`src/design/srts_pkg.sv`:
```
// Shared types and constants for the shortest-remaining-time scheduler.
package srts_pkg;

   localparam int QUEUE_DEPTH_DEF = 16;

   localparam logic OP_ARRIVE = 1'b0;
   localparam logic OP_DONE   = 1'b1;

   localparam int ENTRY_W = 88;

   typedef struct packed {
      logic [15:0] ident;
      logic [31:0] arrival;
      logic [15:0] total;
      logic [15:0] left;
      logic [7:0]  prio;
   } entry_type;

   typedef struct packed {
      logic        op;
      logic [15:0] proc_ident;
      logic [31:0] arrival_time;
      logic [15:0] burst_length;
      logic [7:0]  prio_level;
      logic [31:0] now_time;
   } req_type;

   typedef struct packed {
      logic [15:0] run_ident;
      logic [31:0] run_arrival;
      logic [15:0] run_total;
      logic [31:0] run_start;
      logic [31:0] run_end;
      logic [15:0] run_left;
      logic [7:0]  run_prio;
      logic        idle_flag;
      logic [4:0]  queue_fill;
      logic        drop_flag;
   } rsp_type;

endpackage

```
`src/design/srts_if.sv`:
```
// Valid/ready channel interfaces for requests and responses.
interface srts_req_if;
   logic             valid;
   logic             ready;
   srts_pkg::req_type data;
   modport source (output valid, output data, input ready);
   modport sink   (input valid, input data, output ready);
endinterface

interface srts_rsp_if;
   logic             valid;
   logic             ready;
   srts_pkg::rsp_type data;
   modport source (output valid, output data, input ready);
   modport sink   (input valid, input data, output ready);
endinterface

```
`src/design/srts_ram.sv`:
```
// Generic single-port-write, single-read RAM with registered read data.
module srts_ram #(
   parameter int WIDTH = 8,
   parameter int DEPTH = 16
) (
   input  logic                     clock,
   input  logic                     wr_en,
   input  logic [$clog2(DEPTH)-1:0] wr_addr,
   input  logic [WIDTH-1:0]         wr_data,
   input  logic [$clog2(DEPTH)-1:0] rd_addr,
   output logic [WIDTH-1:0]         rd_data
);
   logic [WIDTH-1:0] mem_ff [DEPTH];

   always_ff @(posedge clock) begin
      if (wr_en) mem_ff[wr_addr] <= wr_data;
      rd_data <= mem_ff[rd_addr];
   end
endmodule

```
`src/design/srts_front.sv`:
```
// Front end: two-entry request queue between the input channel and the engine.
module srts_front (
   input  logic              clock,
   input  logic              reset,
   srts_req_if.sink          req,
   output logic              item_valid,
   output srts_pkg::req_type item_data,
   input  logic              item_take
);
   srts_pkg::req_type buf_ff [2];
   logic [1:0] cnt_ff, cnt_in;
   logic       rd_ff, rd_in, wr_ff, wr_in;
   logic       push, pop;

   assign req.ready  = (cnt_ff != 2'd2);
   assign push       = req.valid && req.ready;
   assign item_valid = (cnt_ff != 2'd0);
   assign pop        = item_valid && item_take;
   assign item_data  = buf_ff[rd_ff];

   always_comb begin
      cnt_in = cnt_ff + {1'b0, push} - {1'b0, pop};
      wr_in  = wr_ff ^ push;
      rd_in  = rd_ff ^ pop;
   end

   always_ff @(posedge clock) begin
      if (push) buf_ff[wr_ff] <= req.data;
      if (reset) begin
         cnt_ff <= 2'd0;
         rd_ff  <= 1'b0;
         wr_ff  <= 1'b0;
      end else begin
         cnt_ff <= cnt_in;
         rd_ff  <= rd_in;
         wr_ff  <= wr_in;
      end
   end
endmodule

```
`src/design/srts_engine.sv`:
```
// Back end: running process, ready queue memory and least-remaining scan.
module srts_engine #(
   parameter int QUEUE_DEPTH = srts_pkg::QUEUE_DEPTH_DEF
) (
   input  logic              clock,
   input  logic              reset,
   input  logic              item_valid,
   input  srts_pkg::req_type item_data,
   output logic              item_take,
   srts_rsp_if.source        rsp
);
   localparam int AW = $clog2(QUEUE_DEPTH);
   localparam int CW = $clog2(QUEUE_DEPTH + 1);

   typedef enum logic [5:0] {
      ST_IDLE  = 6'b000001,
      ST_SCAN  = 6'b000010,
      ST_LAST  = 6'b000100,
      ST_FETCH = 6'b001000,
      ST_MOVE  = 6'b010000,
      ST_OUT   = 6'b100000
   } state_type;

   state_type st_ff, st_in;
   logic [CW-1:0] cnt_ff, cnt_in;
   logic          run_ff, run_in;
   srts_pkg::entry_type cur_ff, cur_in;
   logic [31:0]   start_ff, start_in;
   logic          drop_ff, drop_in;
   srts_pkg::req_type it_ff, it_in;
   logic [CW-1:0] idx_ff, idx_in;
   logic [AW-1:0] sel_ff, sel_in;
   logic [15:0]   best_ff, best_in;
   logic          rv_ff, rv_in;

   logic              wr_en;
   logic [AW-1:0]     wr_addr, rd_addr;
   srts_pkg::entry_type wr_data, rd_data;

   srts_ram #(.WIDTH(srts_pkg::ENTRY_W), .DEPTH(QUEUE_DEPTH)) u_ram (
      .clock(clock), .wr_en(wr_en), .wr_addr(wr_addr), .wr_data(wr_data),
      .rd_addr(rd_addr), .rd_data(rd_data));

   logic [31:0] elapsed;
   logic [15:0] charged;
   logic        is_null, full;

   assign item_take = (st_ff == ST_IDLE) && !rv_ff;
   assign elapsed   = it_ff.now_time - start_ff;
   assign charged   = (elapsed >= {16'd0, cur_ff.left}) ? 16'd0
                      : 16'(cur_ff.left - elapsed[15:0]);
   assign full      = (cnt_ff == CW'(QUEUE_DEPTH));
   assign is_null   = (item_data.proc_ident == 16'd0) && (item_data.arrival_time == 32'd0)
                      && (item_data.burst_length == 16'd0) && (item_data.prio_level == 8'd0);

   always_comb begin
      st_in = st_ff; cnt_in = cnt_ff; run_in = run_ff; cur_in = cur_ff;
      start_in = start_ff; drop_in = drop_ff; it_in = it_ff; idx_in = idx_ff;
      sel_in = sel_ff; best_in = best_ff; rv_in = rv_ff;
      wr_en = 1'b0; wr_addr = cnt_ff[AW-1:0]; wr_data = cur_ff;
      rd_addr = idx_ff[AW-1:0];
      if (rv_ff && rsp.ready) rv_in = 1'b0;
      unique case (st_ff)
         ST_IDLE: begin
            if (item_valid && item_take) begin
               it_in   = item_data;
               drop_in = 1'b0;
               if (item_data.op == srts_pkg::OP_ARRIVE) begin
                  if (is_null) begin
                     rv_in = 1'b1;
                  end else begin
                     st_in = ST_OUT;
                  end
               end else if (cnt_ff == '0) begin
                  run_in = 1'b0; cur_in = '0; start_in = '0; rv_in = 1'b1;
               end else begin
                  rd_addr = '0;
                  idx_in  = CW'(1);
                  sel_in  = '0;
                  best_in = 16'hFFFF;
                  st_in   = ST_SCAN;
               end
            end
         end
         ST_OUT: begin
            // arrival decision
            if (!run_ff) begin
               run_in = 1'b1;
               cur_in = '{it_ff.proc_ident, it_ff.arrival_time, it_ff.burst_length,
                          it_ff.burst_length, it_ff.prio_level};
               start_in = it_ff.now_time;
            end else if (cur_ff.left <= it_ff.burst_length) begin
               if (full) drop_in = 1'b1;
               else begin
                  wr_en = 1'b1;
                  wr_data = '{it_ff.proc_ident, it_ff.arrival_time, it_ff.burst_length,
                              it_ff.burst_length, it_ff.prio_level};
                  cnt_in = cnt_ff + CW'(1);
               end
            end else begin
               if (full) drop_in = 1'b1;
               else begin
                  wr_en = 1'b1;
                  wr_data = cur_ff;
                  wr_data.left = charged;
                  cnt_in = cnt_ff + CW'(1);
               end
               cur_in = '{it_ff.proc_ident, it_ff.arrival_time, it_ff.burst_length,
                          it_ff.burst_length, it_ff.prio_level};
               start_in = it_ff.now_time;
            end
            rv_in = 1'b1;
            st_in = ST_IDLE;
         end
         ST_SCAN: begin
            // rd_data holds entry idx_ff-1
            if (rd_data.left < best_ff) begin
               best_in = rd_data.left;
               sel_in  = AW'(idx_ff - CW'(1));
            end
            if (idx_ff == cnt_ff) begin
               rd_addr = AW'(cnt_ff - CW'(1));
               st_in   = ST_LAST;
            end else begin
               idx_in = idx_ff + CW'(1);
            end
         end
         ST_LAST: begin
            // rd_data is the last entry; park it, then fetch the winner
            cur_in  = rd_data;
            rd_addr = sel_ff;
            st_in   = ST_FETCH;
         end
         ST_FETCH: begin
            wr_en   = 1'b1;
            wr_addr = sel_ff;
            wr_data = cur_ff;
            cur_in  = rd_data;
            st_in   = ST_MOVE;
         end
         ST_MOVE: begin
            run_in   = 1'b1;
            start_in = it_ff.now_time;
            cnt_in   = cnt_ff - CW'(1);
            rv_in    = 1'b1;
            st_in    = ST_IDLE;
         end
         default: st_in = ST_IDLE;
      endcase
   end

   assign rsp.valid = rv_ff;
   always_comb begin
      rsp.data.run_ident   = cur_ff.ident;
      rsp.data.run_arrival = cur_ff.arrival;
      rsp.data.run_total   = cur_ff.total;
      rsp.data.run_start   = start_ff;
      rsp.data.run_end     = start_ff + {16'd0, cur_ff.left};
      rsp.data.run_left    = cur_ff.left;
      rsp.data.run_prio    = cur_ff.prio;
      rsp.data.idle_flag   = !run_ff;
      rsp.data.queue_fill  = 5'(cnt_ff);
      rsp.data.drop_flag   = drop_ff;
   end

   always_ff @(posedge clock) begin
      it_ff <= it_in; idx_ff <= idx_in; sel_ff <= sel_in; best_ff <= best_in;
      if (reset) begin
         st_ff <= ST_IDLE; cnt_ff <= '0; run_ff <= 1'b0; cur_ff <= '0;
         start_ff <= '0; drop_ff <= 1'b0; rv_ff <= 1'b0;
      end else begin
         st_ff <= st_in; cnt_ff <= cnt_in; run_ff <= run_in; cur_ff <= cur_in;
         start_ff <= start_in; drop_ff <= drop_in; rv_ff <= rv_in;
      end
   end
endmodule

```
`src/design/shortest_remaining_time_scheduler.sv`:
```
// Shortest-remaining-time scheduler: request queue front end and scheduling engine.
// Arrival: the engine decides in the out state and then raises the response (a null arrival
// or an empty-queue completion responds straight from idle); a completion scans the N queued
// entries one per cycle over the ready queue memory read port, then passes the last, fetch and move states.
// Throughput: one item at a time in the engine; the front queue holds two more.
// Reset (synchronous, active high) empties both queues and marks the block idle.
module shortest_remaining_time_scheduler #(
   parameter int QUEUE_DEPTH = srts_pkg::QUEUE_DEPTH_DEF
) (
   input logic        clock,
   input logic        reset,
   srts_req_if.sink   req,
   srts_rsp_if.source rsp
);
   logic              item_valid, item_take;
   srts_pkg::req_type item_data;

   srts_front u_front (
      .clock(clock), .reset(reset), .req(req),
      .item_valid(item_valid), .item_data(item_data), .item_take(item_take));

   srts_engine #(.QUEUE_DEPTH(QUEUE_DEPTH)) u_engine (
      .clock(clock), .reset(reset),
      .item_valid(item_valid), .item_data(item_data), .item_take(item_take),
      .rsp(rsp));
endmodule

```
`src/flat_wrapper.sv`:
```
// flat-port wrapper written by rule: the top's interface ports become plain ports
module shortest_remaining_time_scheduler_flat 
#(
   parameter int QUEUE_DEPTH = srts_pkg::QUEUE_DEPTH_DEF
)
  (clock, reset, req_valid, req_data, req_ready, rsp_valid, rsp_data, rsp_ready);
  srts_req_if req_i ();
  srts_rsp_if rsp_i ();
  input logic clock;
  input logic reset;
  input wire logic [$bits(req_i.valid)-1:0] req_valid;
  input wire logic [$bits(req_i.data)-1:0] req_data;
  output wire logic [$bits(req_i.ready)-1:0] req_ready;
  output wire logic [$bits(rsp_i.valid)-1:0] rsp_valid;
  output wire logic [$bits(rsp_i.data)-1:0] rsp_data;
  input wire logic [$bits(rsp_i.ready)-1:0] rsp_ready;
  assign req_i.valid = req_valid;
  assign req_i.data = req_data;
  assign req_ready = req_i.ready;
  assign rsp_valid = rsp_i.valid;
  assign rsp_data = rsp_i.data;
  assign rsp_i.ready = rsp_ready;
  shortest_remaining_time_scheduler #(.QUEUE_DEPTH(QUEUE_DEPTH)) u_core (.clock(clock), .reset(reset), .req(req_i), .rsp(rsp_i));
endmodule
```
`config.mk`:
```
export PLATFORM = sky130hd
export DESIGN_NAME = shortest_remaining_time_scheduler_flat
export DESIGN_NICKNAME = d
export VERILOG_FILES = /design/src/design/srts_pkg.sv /design/src/design/srts_if.sv /design/src/design/srts_ram.sv /design/src/design/srts_front.sv /design/src/design/srts_engine.sv /design/src/design/shortest_remaining_time_scheduler.sv /design/src/flat_wrapper.sv
export SDC_FILE = /design/constraint.sdc
export NUM_CORES = 2
export LEC_CHECK = 0
export BUFFER_PORTS_ARGS = -buffer_cell sky130_fd_sc_hd__buf_2
export CAP_MARGIN = 20
export CORE_ASPECT_RATIO = 1.1
export CORE_MARGIN = 5
export CORE_UTILIZATION = 45
export CTS_BUF_LIST = sky130_fd_sc_hd__clkbuf_4
export DETAILED_ROUTE_END_ITERATION = 16
export PLACE_DENSITY_LB_ADDON = 0.3
export SKIP_LAST_GASP = 1
export SYNTH_ARGS = -nofsm -noshare
export SYNTH_HDL_FRONTEND = slang
export SYNTH_HIERARCHICAL = 1
export SYNTH_SLANG_ARGS = --single-unit
```
`constraint.sdc`:
```
create_clock -name clock -period 10.47 [get_ports clock]
set_clock_uncertainty 0.15 [all_clocks]
set_input_delay 0.5235 -clock clock [delete_from_list [all_inputs] [get_ports clock]]
set_output_delay 0.5235 -clock clock [all_outputs]
set_load 0.05 [all_outputs]
```
==> out/qor.yml <==
status: "completed"
power_mw: 20.94
holdCritStartpoint: "req_valid"
drt-total-wl_um: 211300
syn2layout_area_growth_pct: 16.04
power_density_nw_per_um2: 230.5
setup-violations-final: 0
cap_violations: 0
crit_type: "flop to flop"
tns_ns: 0
ir_worst_vdd_mv: 0.1453
pwr-share-comb: 0.220
ff2ff_setup_slack_ns: 3.90
synth_edf_count: 1747
grt_pass1_vias: 46379
p_sw_mw: 6.585
timing.final.max_slew_violations: 0
clockBufferDepth: 4
pwr-share-clk: 0.305
wl_per_cell_um: 27.08
cts_setup_buffers: 0
synth_seq_area_share: 0.7280
cts.sinks: 1973
ys_types: 81
startpoint_type: "flop"
fin_crit_sh: 0.6280
post-place-ws_ns: 3.997
ant_nets: 0
worst_slack_ns: 3.895
cts_resized: 0
vias_per_cell: 5.800
fin_crit_ns: 6.575
min_path_cells: 5
max_freq_ghz: 0.1521
die_y_um: 447.4
timing.rr.end: "u_core/u_engine/u_ram/mem_ff[11][11]"
seq_power_share: 0.475
cp_data_required_time_ns: 11.26
min_path_type: "input port to flop"
power.leakage_nw: 31.67
grt_pass1_wl_um: 306800
grt_usage: 0.2284
clkLatencyLatePin_ns: 1.43
num_vias: 45256
crit_fanout: 16
crit_start: "u_core/u_engine/start_ff[1]"
grt_max_degree: 107
internal_power_mw: 14.36
cts-root-buf: "clkbuf_4"
htree_levels: 5
start_util: 0.4526
synth-main-ff-cell: "edfxtp_1"
cts.clk_slew.worst_paths_ns: 0.07
synth_area_per_cell_um2: 18.23
fin_hold_ws_ns: 0.1929
rr_worst_depth: 19
synth_nets: 4522
worstPathArrival_ns: 7.36
syn-cell-area_um2: 78280
cts_tree: "built"
coreArea_um2: 173000
overflow: 0
hpwl_um: 115600
dieArea_um2: 182400
antenna_found_initial: 4
cts_buffers: 484
io_pins: 270
port-buffer-count: 269
min_to: "u_core/u_front/wr_ff"
endpoint_kind: "flop"
rsz0062_at_grt: "false"
stdcell_count: 7803
postSynthCellCount: 4294
final_layout_size_suffix_gt1_frac: 0.3009
rr_startpoint: "u_core/u_engine/start_ff[1]"
final_util: 0.5252
async_reset_ff_frac: 0
die_w_um: 407.7
hold_viol_final: 0
rows: 160
place_area_um2: 82280
design_area_um2: 90840
nets: 5354
drtIter0Drc: 4917
p_sw_frac: 0.3145
ys_ff_latch: 1973
dr.pass1.iters: 6
drc: 0
worst-slew-pin-transition_ns: 1.243
dp.cells: 6687
slew_headroom: 0.1712
synth_warnings: 6
gp_congestion: 0.8982
routing by layer:
metal	track usage	wire length, um	vias to the layer above
met3	0.05298	18920	295
met1	0.3028	84220	23296
met4	0.06269	4218	0
met2	0.3826	104000	2252
li1	-	-	19413
met5	0	0	-
critical path, cell delays in order, from the launching register on:
cell and delay (ns):
dfxtp_1 0.39, inv_1 0.12, ha_1 0.30, nor2b_1 0.14
o31a_1 0.28, o2111ai_1 0.44, nand3_1 0.20, a21o_1 0.21
a21o_1 0.19, xor2_1 0.23, ha_1 0.33, a211oi_1 0.27
nor2_1 0.10, a2111oi_2 0.27, and4bb_1 0.23, nand4b_1 0.10
a211oi_1 0.23, and4_1 0.23, nand4_2 0.68, o21ai_1 1.09
flip-flops by register name, indices dropped and copies added (netlist names), 2 cells and up:
register                       count
u_core/u_engine/u_ram/mem_ff    1408
u_core/u_front/buf_ff            210
u_core/u_engine/it_ff            104
u_core/u_engine/rsp.data          88
u_core/u_engine/u_ram/rd_data     88
u_core/u_engine/start_ff          32
u_core/u_engine/best_ff           16
u_core/u_engine/st_ff              6
u_core/u_engine/cnt_ff             5
u_core/u_engine/idx_ff             5
u_core/u_engine/sel_ff             4
u_core/u_front/cnt_ff              2
worst max path at each step:
| stage | endpoint |
|---|---|
| after detailed placement | u_core/u_engine/u_ram/mem_ff[7][12] |
| final | u_core/u_engine/u_ram/mem_ff[11][11] |
| after floorplan | u_core/u_engine/u_ram/mem_ff[0][0] |
| after global routing | u_core/u_engine/u_ram/mem_ff[5][14] |
| after CTS | u_core/u_engine/u_ram/mem_ff[10][11] |
| after global placement | u_core/u_engine/u_ram/mem_ff[5][8] |
power by group through the flow:
stage	combinational (mW)	sequential, mW	clock (mW)
after detailed placement	4.49	10.1	0
after global placement	4.43	10.1	0
after CTS	4.58	9.95	6.54
after global routing	4.95	9.99	6.98
after floorplan	2.78	10.2	0
final	4.60	9.95	6.39
cells by family (layout without fill, tap and decap cells):
logic type                 count (synthesis)  count (layout)  synth area share
AOI/OAI and AO/OA                        691             691           0.06234
xor gates and xnor gates                  73              73          0.008168
adders and majority gates                119             119           0.01931
buffers and inverters                    345            1581           0.01952
DFF                                     1973            1973            0.7280
muxes                                    537             537            0.1298
other                                      0               5                 0
and+or+nand+nor                          556             556           0.03294
cells in the mapped netlist (9+ instances only):
cell type,number,area [um2]
o21ai_1,21,105.1
buf_2,33,165.2
a211oi_1,101,758.2
mux2_2,72,810.8
edfxtp_1,1747,52460
nand2b_1,10,62.56
o21ai_0,47,235.2
a21oi_1,85,425.4
ha_1,116,1451
a22oi_1,316,2372
and3_1,13,81.33
nor2b_1,15,93.84
mux2_1,71,799.5
nor3_1,19,95.09
a21o_1,31,232.7
mux4_2,352,7928
clkbuf_1,133,499.2
or2_2,21,131.4
buf_1,27,101.4
buf_4,11,82.58
a31oi_1,9,56.30
buf_6,20,225.2
nand3_1,26,130.1
mux2_4,40,600.6
inv_1,120,450.4
xor2_1,24,210.2
nand2_1,155,581.8
nor2_1,208,780.8
o21a_1,10,75.07
nand4_1,19,118.9
dfxtp_1,226,4524
nor4_1,24,150.1
xnor2_1,49,429.2
nand3b_1,9,67.56
timing repair:
item / CTS / global route
endpoints found under the hold margin: 389 / 0
hold buffers: 218 / 0
setup endpoints to repair: 0 / 0
cell type report:
type | instances | area [um2]
antenna | 5 | 12.51
timing repair buffer | 570 | 4228
fill | 14007 | 82130
tap | 2268 | 2838
multi-input combinational | 1976 | 20010
clock inverter | 126 | 574.3
clock buffer | 764 | 5736
inverter | 121 | 454.2
sequential | 1973 | 56990
cell usage in the layout (no fill, tap or decap), types with 22 or more instances in the layout:
cell	instances
edfxtp_1	1747
clkbuf_4	764
mux4_2	352
a22oi_1	316
buf_2	268
dfxtp_1	225
dlygate4sd3_1	218
nor2_1	194
nand2_1	154
inv_1	120
ha_1	115
clkinv_1	105
a211oi_1	101
a21oi_1	84
buf_4	77
mux2_2	72
mux2_1	71
xnor2_1	49
o21ai_0	47
mux2_4	40
a21o_1	31
nand3_1	26
xor2_1	24
nor4_1	22
No activity file was read; power rests on OpenSTA's default activity.
